**config.mk**
```make
export PLATFORM = sky130hd
export DESIGN_NAME = expression_tokenizer_core
export DESIGN_NICKNAME = d
export VERILOG_FILES = /design/src/hw/rtl/etok_pkg.sv /design/src/hw/rtl/etok_classify.sv /design/src/hw/rtl/etok_outq.sv /design/src/hw/rtl/expression_tokenizer_core.sv
export SDC_FILE = /design/constraint.sdc
export NUM_CORES = 1
export LEC_CHECK = 0
export BUFFER_PORTS_ARGS = -buffer_cell sky130_fd_sc_hd__buf_4
export CAP_MARGIN = 20
export CELL_PAD_IN_SITES_DETAIL_PLACEMENT = 2
export CELL_PAD_IN_SITES_GLOBAL_PLACEMENT = 2
export CORE_ASPECT_RATIO = 0.9
export CORE_MARGIN = 5
export CORE_UTILIZATION = 29
export CTS_CLUSTER_SIZE = 20
export DETAILED_ROUTE_END_ITERATION = 12
export PLACE_DENSITY_LB_ADDON = 0.1
export SYNTH_ARGS = -nofsm -noshare
export SYNTH_HDL_FRONTEND = slang
export SYNTH_SLANG_ARGS = --single-unit
```
**constraint.sdc**
```tcl
create_clock -name clk -period 5 [get_ports clk]
set_input_delay 1 -clock clk [delete_from_list [all_inputs] [get_ports clk]]
set_output_delay 1 -clock clk [all_outputs]
set_load 0.01 [all_outputs]
```
**src/hw/rtl/etok_pkg.sv**
```systemverilog
// Shared types and codes for the expression tokenizer.
// Holds transfer payload structs, token kind codes and the run mode enum.
// No dependencies.
package etok_pkg;

    localparam logic [3:0] KIND_END     = 4'd0;
    localparam logic [3:0] KIND_EQ      = 4'd1;
    localparam logic [3:0] KIND_PLUS    = 4'd2;
    localparam logic [3:0] KIND_MUL     = 4'd3;
    localparam logic [3:0] KIND_SEMI    = 4'd4;
    localparam logic [3:0] KIND_LPAREN  = 4'd5;
    localparam logic [3:0] KIND_RPAREN  = 4'd6;
    localparam logic [3:0] KIND_INT     = 4'd7;
    localparam logic [3:0] KIND_ID      = 4'd8;
    localparam logic [3:0] KIND_UNKNOWN = 4'd9;

    localparam logic [7:0] CH_EQ     = 8'h3D;
    localparam logic [7:0] CH_PLUS   = 8'h2B;
    localparam logic [7:0] CH_MUL    = 8'h2A;
    localparam logic [7:0] CH_SEMI   = 8'h3B;
    localparam logic [7:0] CH_LPAREN = 8'h28;
    localparam logic [7:0] CH_RPAREN = 8'h29;
    localparam logic [7:0] CH_UNDER  = 8'h5F;

    localparam int QUEUE_DEPTH = 4;
    localparam int QPTR_W      = $clog2(QUEUE_DEPTH);
    localparam int QCNT_W      = $clog2(QUEUE_DEPTH + 1);

    typedef enum logic [2:0] {
        MODE_IDLE = 3'b001,
        MODE_INT  = 3'b010,
        MODE_ID   = 3'b100
    } mode_t;

    typedef struct packed {
        logic [7:0] byte_value;
        logic       end_of_input;
    } in_t;

    typedef struct packed {
        logic [3:0] token_kind;
        logic [7:0] text_byte;
        logic       text_valid;
        logic       token_done;
        logic       last;
    } out_t;

    typedef struct packed {
        out_t       first;
        out_t       second;
        logic [1:0] count;
        mode_t      next_mode;
    } step_t;

endpackage

```
**src/hw/rtl/etok_classify.sv**
```systemverilog
// Character classifier and run mode step for the expression tokenizer.
// Maps one input byte and the current run mode to up to two results.
// Depends on etok_pkg.
module etok_classify (
    input  etok_pkg::in_t   item,
    input  etok_pkg::mode_t mode,
    output etok_pkg::step_t step
);
    import etok_pkg::*;

    logic       eoi;
    logic       is_digit;
    logic       is_alpha;
    logic       is_space;
    logic       is_open;
    logic       has_tok;
    logic [3:0] open_kind;
    logic [3:0] op_kind;
    logic       is_op;
    out_t       close_res;
    out_t       tok_res;
    mode_t      tok_mode;

    assign eoi = item.end_of_input || (item.byte_value == 8'd0);
    assign is_digit = (item.byte_value >= 8'h30) && (item.byte_value <= 8'h39);
    assign is_alpha = ((item.byte_value >= 8'h61) && (item.byte_value <= 8'h7A))
                   || ((item.byte_value >= 8'h41) && (item.byte_value <= 8'h5A));
    assign is_space = (item.byte_value == 8'h20)
                   || ((item.byte_value >= 8'd9) && (item.byte_value <= 8'd13));
    assign is_open = (mode == MODE_INT) || (mode == MODE_ID);
    assign open_kind = (mode == MODE_INT) ? KIND_INT : KIND_ID;
    assign close_res = '{token_kind: open_kind, text_byte: 8'd0, text_valid: 1'b0,
                         token_done: 1'b1, last: 1'b0};

    always_comb
    begin
        is_op = 1'b1;
        case (item.byte_value)
            CH_EQ:     op_kind = KIND_EQ;
            CH_PLUS:   op_kind = KIND_PLUS;
            CH_MUL:    op_kind = KIND_MUL;
            CH_SEMI:   op_kind = KIND_SEMI;
            CH_LPAREN: op_kind = KIND_LPAREN;
            CH_RPAREN: op_kind = KIND_RPAREN;
            default:
            begin
                op_kind = KIND_UNKNOWN;
                is_op   = 1'b0;
            end
        endcase
    end

    always_comb
    begin
        tok_res  = '{token_kind: KIND_UNKNOWN, text_byte: 8'd0, text_valid: 1'b0,
                     token_done: 1'b1, last: 1'b1};
        tok_mode = MODE_IDLE;
        has_tok  = 1'b1;
        if (is_space)
        begin
            has_tok = 1'b0;
        end
        else if (is_op)
        begin
            tok_res.token_kind = op_kind;
        end
        else if (is_digit)
        begin
            tok_res  = '{token_kind: KIND_INT, text_byte: item.byte_value,
                         text_valid: 1'b1, token_done: 1'b0, last: 1'b1};
            tok_mode = MODE_INT;
        end
        else if (is_alpha || (item.byte_value == CH_UNDER))
        begin
            tok_res  = '{token_kind: KIND_ID, text_byte: item.byte_value,
                         text_valid: 1'b1, token_done: 1'b0, last: 1'b1};
            tok_mode = MODE_ID;
        end
    end

    always_comb
    begin
        step.first     = close_res;
        step.second    = tok_res;
        step.count     = 2'd0;
        step.next_mode = MODE_IDLE;
        if (eoi)
        begin
            step.second = '{token_kind: KIND_END, text_byte: 8'd0, text_valid: 1'b0,
                            token_done: 1'b1, last: 1'b1};
            if (is_open)
            begin
                step.count = 2'd2;
            end
            else
            begin
                step.first = step.second;
                step.count = 2'd1;
            end
        end
        else if (((mode == MODE_INT) && is_digit)
              || ((mode == MODE_ID) && (is_alpha || is_digit
                                        || (item.byte_value == CH_UNDER))))
        begin
            step.first = '{token_kind: open_kind, text_byte: item.byte_value,
                           text_valid: 1'b1, token_done: 1'b0, last: 1'b1};
            step.count     = 2'd1;
            step.next_mode = mode;
        end
        else
        begin
            step.next_mode = tok_mode;
            if (is_open)
            begin
                if (has_tok)
                begin
                    step.count = 2'd2;
                end
                else
                begin
                    step.first.last = 1'b1;
                    step.count      = 2'd1;
                end
            end
            else if (has_tok)
            begin
                step.first = tok_res;
                step.count = 2'd1;
            end
        end
    end

endmodule

```
**src/hw/rtl/etok_outq.sv**
```systemverilog
// Result queue for the expression tokenizer.
// Takes up to two results per cycle and hands out one per transfer.
// Depends on etok_pkg.
module etok_outq (
    input  logic                    clk,
    input  logic                    rst_n,
    input  logic [1:0]              push_count,
    input  etok_pkg::out_t          push_first,
    input  etok_pkg::out_t          push_second,
    output logic                    room,
    output logic                    token_valid,
    input  logic                    token_stall,
    output etok_pkg::out_t          token_item
);
    import etok_pkg::*;

    out_t               slot_reg [QUEUE_DEPTH];
    logic [QPTR_W-1:0]  head_reg;
    logic [QPTR_W-1:0]  head_next;
    logic [QPTR_W-1:0]  tail_reg;
    logic [QPTR_W-1:0]  tail_next;
    logic [QCNT_W-1:0]  count_reg;
    logic [QCNT_W-1:0]  count_next;
    logic               pop;

    assign token_valid = (count_reg != '0);
    assign token_item  = slot_reg[head_reg];
    assign room        = (count_reg <= QCNT_W'(QUEUE_DEPTH - 2));
    assign pop         = token_valid && !token_stall;

    assign head_next  = head_reg + QPTR_W'(pop);
    assign tail_next  = tail_reg + QPTR_W'(push_count);
    assign count_next = count_reg + QCNT_W'(push_count) - QCNT_W'(pop);

    always_ff @(posedge clk or negedge rst_n)
    begin
        if (!rst_n)
        begin
            head_reg  <= '0;
            tail_reg  <= '0;
            count_reg <= '0;
        end
        else
        begin
            head_reg  <= head_next;
            tail_reg  <= tail_next;
            count_reg <= count_next;
        end
    end

    always_ff @(posedge clk)
    begin
        if (push_count != 2'd0)
        begin
            slot_reg[tail_reg] <= push_first;
        end
        if (push_count == 2'd2)
        begin
            slot_reg[tail_reg + QPTR_W'(1)] <= push_second;
        end
    end

endmodule

```
**src/hw/rtl/expression_tokenizer_core.sv**
```systemverilog
// Top level of the expression tokenizer.
// Ties the run mode register, the classifier and the result queue together.
// Depends on etok_pkg, etok_classify and etok_outq.
//
// Usage:
//   Source bytes enter on the byte channel (byte_valid, byte_stall,
//   byte_item); token results leave on the token channel (token_valid,
//   token_stall, token_item). A transfer happens when valid is high and
//   stall is low at a rising clock edge.
//   A byte is classified in the cycle it is taken; its results are written
//   to the result queue, which offers them in order. One byte per cycle is
//   taken while the queue has room and each byte gives at most one result;
//   a byte that closes an open token and starts its own gives two.
//   The four-entry result queue sets the limit: byte_stall rises while the
//   queue holds more than two results, so a stalled receiver backs up into
//   the byte channel without losing a result.
//   Reset clears the run mode (no open token) and empties the queue.
module expression_tokenizer_core (
    input  logic           clk,
    input  logic           rst_n,
    input  logic           byte_valid,
    output logic           byte_stall,
    input  etok_pkg::in_t  byte_item,
    output logic           token_valid,
    input  logic           token_stall,
    output etok_pkg::out_t token_item
);
    import etok_pkg::*;

    mode_t      mode_reg;
    mode_t      mode_next;
    step_t      step;
    logic       room;
    logic       accept;
    logic [1:0] push_count;

    assign byte_stall = !room;
    assign accept     = byte_valid && room;
    assign push_count = accept ? step.count : 2'd0;
    assign mode_next  = accept ? step.next_mode : mode_reg;

    always_ff @(posedge clk or negedge rst_n)
    begin
        if (!rst_n)
        begin
            mode_reg <= MODE_IDLE;
        end
        else
        begin
            mode_reg <= mode_next;
        end
    end

    etok_classify u_classify (
        .item (byte_item),
        .mode (mode_reg),
        .step (step)
    );

    etok_outq u_outq (
        .clk         (clk),
        .rst_n       (rst_n),
        .push_count  (push_count),
        .push_first  (step.first),
        .push_second (step.second),
        .room        (room),
        .token_valid (token_valid),
        .token_stall (token_stall),
        .token_item  (token_item)
    );

endmodule

```
# Word-level counts from Yosys, hierarchy flattened
# Memory sizes are Yosys's and may differ from the RTL's.
# Cells that the tools add are included.
# word_totals
word_cells	86
regBits	10
n_memories	1
ram_bits	60
out_inout_bits	17
input_bits	13
# classes
muxes	32
add_sub_neg	5
reduce_logical	23
eq_ne	12
n_lt_le_gt_ge	9
# mem_list
memory	depth	width	rd	rd_clocked_by_memory_dff	write_ports	line_no	text
u_outq.slot_reg	4	15	1	0	2	etok_outq.sv:17	out_t slot_reg [QUEUE_DEPTH];
# op_table
cell	n
two-way mux 15 bit	7
== test 8 x 6 -> 1 bit, second input constant	7
case mux 4 bit (6 select lines)	1
greater-or-equal comparator 8 x 7 -> 1 bit, second input constant	2
<= comparator 8 x 7 -> 1 bit, second input constant	2
two-way mux 3 bit	5
two-way mux 14 bit	1
two-way mux 12 bit	1
two-way mux 11 bit	1
two-way mux 2 bit	5
== test 8 x 7 -> 1 bit, second input constant	1
greater-or-equal comparator 8 x 4 -> 1 bit, second input constant	1
greater-or-equal comparator 8 x 6 -> 1 bit, second input constant	1
<= comparator 8 x 4 -> 1 bit, second input constant	1
<= comparator 8 x 6 -> 1 bit, second input constant	1
logical AND 1 bit	8
logical NOT 8 bit	1
logical OR 1 bit	8
two-way mux 1 bit	8
two-way mux 4 bit	2
OR reduction 6 bit	1
two-way mux 5 bit	1
adder 3 x 2 -> 3 bit	1
== test 3 x 2 -> 1 bit, second input constant	1
other kinds (12)	13

# Logic depth before layout (Yosys ltp)
# logic_depth
depth_word	14
depth_mapped	12
ltp_nobuf	12

# Hierarchy
# From an unflattened synthesis, not the netlist that was laid out.
# unflattened
cells_unflattened	291
hier_area_um2	4162.7
# modules_own_cells
mod	cells_per_inst	area_per_inst_um2	instances	seq_area_each_um2
etok_outq	187	3442.1	1	1976.9
etok_classify	94	574.3	1	0.0
expression_tokenizer_core	10	146.4	1	76.3

# Worst setup path before layout
# OpenSTA, ideal clock, no wires.
# synth_timing
path_kind	input -> register
start	input port byte_item[4] in the netlist's numbering
end	register u_outq.count_reg[2]
arrival_time_ns	3.552
stages	10
setup_time_ns	0.123
path_slack_ns	1.326
cell_sequence	buf_2 > or4_4 > a21o_1 > a21o_1 > a21o_2 > or2_4 > ha_1 > fa_1 > xor2_1 > xnor2_1
# synth_between
elab_chain_len	12
word_cells_on_any_way	31
cone_classes	add/sub (2); order compare (8); eq/ne (2); mux (6); reduce/logical (13)
# synth_rtl
element	line_no	text
from (decl)	expression_tokenizer_core.sv:23	input etok_pkg::in_t byte_item,
greater-or-equal comparator 8 x 7 -> 1 bit, or another cell as far along	etok_classify.sv:26	assign is_alpha = ((item.byte_value >= 8'h61) && (item.byte_value <= 8'h7A))
logical AND 1 bit, on equally long branches	etok_classify.sv:26, etok_classify.sv:27	
logical OR 1 bit	etok_classify.sv:27	|| ((item.byte_value >= 8'h41) && (item.byte_value <= 8'h5A));
logical OR 1 bit	etok_classify.sv:102	|| ((mode == MODE_ID) && (is_alpha || is_digit
logical OR 1 bit	etok_classify.sv:103	|| (item.byte_value == CH_UNDER))))
logical AND 1 bit	etok_classify.sv:102	
logical OR 1 bit	etok_classify.sv:102	
two-way mux 5 bit	etok_classify.sv:101	else if (((mode == MODE_INT) && is_digit)
two-way mux 2 bit *	etok_classify.sv:87	if (eoi)
two-way mux 2 bit *	expression_tokenizer_core.sv:39	assign push_count = accept ? step.count : 2'd0;
adder 3 x 2 -> 3 bit *	etok_outq.sv:33	assign count_next = count_reg + QCNT_W'(push_count) - QCNT_W'(pop);
subtractor 3 x 1 -> 3 bit *	etok_outq.sv:33	
net u_outq.count_next[2]	etok_outq.sv:23	logic [QCNT_W-1:0] count_next;
to (signal assigned)	etok_outq.sv:47	count_reg <= count_next;
to (decl)	etok_outq.sv:22	logic [QCNT_W-1:0] count_reg;
# The timed path passes the listed nets; every way through them passes the cells marked *. The select of a mux whose other input is x is not followed.
# A chain may end at the register's enable or synchronous reset.

==> results.md <==
### Status
* finished clean — status

### Power and ir drop
* 500 nW/um^2 — Power per Cell Area
* 205 uV — worst vdd ir
* 1.59 nW — leakage dissipation

### Synth
* sky130_fd_sc_hd__edfxtp_1 — top flip-flop cell by instance count after synthesis
* 14.3% — asr flop ratio synth
* sky130_fd_sc_hd__edfxtp_1 (56), sky130_fd_sc_hd__and2_1 (29), sky130_fd_sc_hd__nand2_1 (17), sky130_fd_sc_hd__o22ai_1 (17), sky130_fd_sc_hd__mux4_2 (15) — Synth top cells by count
* sky130_fd_sc_hd__edfxtp_1 (43%), sky130_fd_sc_hd__mux4_2 (8.7%), sky130_fd_sc_hd__dfrtp_1 (5.8%) — top post-synthesis cells by area
* 43.3% — area fraction of the dominant cell type after synthesis
* 0 — Ys Warns
* 298 — Syn Inst Count
* sky130_fd_sc_hd__edfxtp_1 — leading area contributor after synthesis
* sky130_fd_sc_hd__edfxtp_1 — most common cell in the netlist
* 67 — library cells used by synthesis
* 13.0 um^2 — Avg Synthesized Cell Area
* 56 — Post-synth EDFFs
* 51.9% — sequential element share of the synthesized area
* 3880 um^2 — summed instance area of the synthesized netlist
* 70 — Synth Register Bits

### Cells and area
* 18.7% — post-synthesis to final-layout area growth
* 0 — number of antenna cells inserted
* 60 — max FFs per register
* 25.7% — fraction of final layout cells sized beyond drive strength 1
* 350 — number of nets in the layout
* 1404 — filler cell count in the final layout

### Clock network
* 9 — clock buffers created by TritonCTS
* 0 — Setup Fix Bufs, Post-CTS
* 330 ps — insertion delay of the later-clocked pin in the worst-skew pair
* 0 — number of cells upsized or downsized after cts
* 3 — H-tree depth
* 70 — number of clock sinks
* sky130_fd_sc_hd__clkbuf_16 — cell chosen for the clock root
* 60 ps — CTS clk-pin slew, worst paths
* yes — clock tree from TritonCTS
* 2 — clock buffer depth
* 0 — hold bufs inserted after CTS

### Timing
* 0 — total count of max-transition violations in the final report
* 0 — count of endpoints failing setup in the final report
* 80.4% — final cycle utilization of the critical path
* 6.49 ps — Max Clock Skew
* 45.7% — headroom to the max-slew limit
* 0 ps — Setup Total Neg Slack
* no — unrepaired setup endpoints after global routing
* 0 — Hold Violations, Final
* 815 ps — transition time of the tightest slew-check pin
* 249 MHz — Peak Freq
* 978 ps — Final WS setup
* 4020 ps — Tmin final

### Floorplan
* 30 — number of ports placed on the die boundary
* 120 um — Die H
* 15800 um^2 — total die area
* 40 — number of cell rows
* 29.4% — starting utilization of the core area
* 132 um — width of the die
* 13200 um^2 — Core Region

### Routing
* 11300 um — wirelength, routed
* met4 — highest signal layer in the routed design
* 0 — residual antenna-violating net count after detailed routing
* 2618 — via count of the routed design
* 359 um — total met3 wirelength after detailed routing
* 125 — iteration-0 DRC count of the detailed router
* 5380 um — met2 wire length
* 4 — number of iterations in the first detailed-routing pass
* 22.4 um — detailed-route wire length per cell
* 5.20 — drt via density
* 0 — DRC Markers
* 5420 um — met1 routed wirelength after detailed routing

### Setup path
* 1 — Critical path buffers and inverters
* simple AND/OR/NAND/NOR gates — crit-path leading delay family
* input port — CP startpoint kind
* register — critical path capture point type
* 4920 ps — Req. time, crit path
* input port to register — type of the worst setup path
* sky130_fd_sc_hd__or4_1 — standard cell with the maximum stage delay on the critical path
* 14 — worst-path fanout max
* buf_4 -> nor2b_1 -> nor3b_1 -> o21ai_0 -> ha_1 -> or4_1 -> o21ai_2 -> nand2_1 — CP cell instances
* 700 ps — longest individual stage delay on the worst path
* 3940 ps — critical path data arrival time

### Global routing
* 2907 — number of global-route vias before repair
* 0 — antenna violations before repair
* 17 — maximum number of pins on one net before global-route repair
* 14.8% — total global-route track usage
* 18000 um — global-route wire length before repair
* 0 — GR Overflow Total

### Placement
* 29 — IO buf count
* 0.774 — gp weighted congestion
* 608 ps — Worst Setup Slack post-DPL
* 8330 um — half-perimeter wire length after placement

### Flow run
* 0 — max-cap viol count

### Hold path
* input port to async pin — type of the worst min-delay path

-- kinds of logic (layout without fill, tap and decap cells) --
group,after synthesis,after routing,synth area share [%]
compound gates,68,68,15.1
xor+xnor,6,6,1.74
fa+ha+maj,8,8,2.71
buf+inv,23,57,2.71
flops,70,70,51.9
mux,17,17,9.28
other cells,1,4,0.0966
simple gates,105,105,16.5
-- worst register-to-register path: cells and delay by family (launching register included) --
family,cells,cell delay (ps)
compound gates,1,450
fa+ha+maj,1,300
flops,1,510
xor+xnor,1,230
simple gates,3,1490
-- worst paths after layout --
kind / from / endpoint / slack [ps] / cells past startpoint
max reg2reg: mode_reg[1] / u_outq.slot_reg[3][2] / 1600 / 6
min: rst_n / u_outq.count_reg[0] / 490 / 1
min in group clk: u_outq.count_reg[2] / u_outq.count_reg[2] / 510 / 1
max in group asynchronous: rst_n / mode_reg[0] / 4280 / 1
min reg2reg: u_outq.count_reg[2] / u_outq.count_reg[2] / 510 / 1
max: byte_item[4] / u_outq.slot_reg[3][2] / 980 / 8
-- layout make-up --
class	count	area, um^2	area share [%]
clock buffer	10	229	4.97
clock inverter	6	85.1	1.85
inverter	9	33.8	0.733
multi-input combinational	208	1770	38.5
sequential	70	2010	43.7
tap	168	210	4.56
timing repair buffer	32	260	5.65
-- metal layers --
metal / track usage, % / up-vias
met2: 23.9 / 43
met1: 20.5 / 1343
met4: 3.53 / 0
met5: 0 / -
li1: - / 1225
met3: 3.19 / 7
-- report_power, final --
| part | internal [mW] | switching [mW] |
|---|---|---|
| Combinational | 0.389 | 0.368 |
| Clock | 0.436 | 0.247 |
| Sequential | 0.749 | 0.113 |
| Total | 1.57 | 0.728 |
-- placed cells by master (no fill, tap or decap), types with 2 or more instances in the layout --
cell	n
sky130_fd_sc_hd__inv_1	9
sky130_fd_sc_hd__nor2_1	10
sky130_fd_sc_hd__bufinv_16	2
sky130_fd_sc_hd__and3_1	2
sky130_fd_sc_hd__o21ai_0	9
sky130_fd_sc_hd__o21ai_2	4
sky130_fd_sc_hd__and2_1	29
sky130_fd_sc_hd__nor4_1	2
sky130_fd_sc_hd__nand2_1	17
sky130_fd_sc_hd__or3_1	3
sky130_fd_sc_hd__mux2_2	2
sky130_fd_sc_hd__nand2b_1	3
sky130_fd_sc_hd__ha_1	6
sky130_fd_sc_hd__o22ai_1	17
sky130_fd_sc_hd__a21oi_1	7
sky130_fd_sc_hd__nor3_2	2
sky130_fd_sc_hd__dfxtp_1	4
sky130_fd_sc_hd__a22oi_1	2
sky130_fd_sc_hd__nor2b_1	7
sky130_fd_sc_hd__nor3_1	3
sky130_fd_sc_hd__nand3b_1	2
sky130_fd_sc_hd__o32ai_4	4
sky130_fd_sc_hd__nor3b_1	6
sky130_fd_sc_hd__nand3_1	4
sky130_fd_sc_hd__conb_1	4
sky130_fd_sc_hd__edfxtp_1	56
sky130_fd_sc_hd__nand4_1	3
sky130_fd_sc_hd__buf_4	31
sky130_fd_sc_hd__dfrtp_1	9
sky130_fd_sc_hd__o221ai_1	4
sky130_fd_sc_hd__xor2_1	3
sky130_fd_sc_hd__clkbuf_16	9
sky130_fd_sc_hd__mux4_2	15
sky130_fd_sc_hd__or2b_1	2
sky130_fd_sc_hd__xnor2_2	2
sky130_fd_sc_hd__o2111ai_1	2
sky130_fd_sc_hd__a21o_1	4
-- stage by stage --
stage               hold WS (ps)  power [mW]  cells  utilization, %  cell area, um^2
detailed placement           492        1.63    486            32.3             4260
CTS                          484        2.33    502            34.6             4580
floorplan                    450        1.32    301               -             3890
global placement             476        1.60    486            32.3             4260
global route                 492        2.44    503            34.9             4610
finish                       494        2.30    503            34.9             4610
No activity file was read; power rests on OpenSTA's default activity.
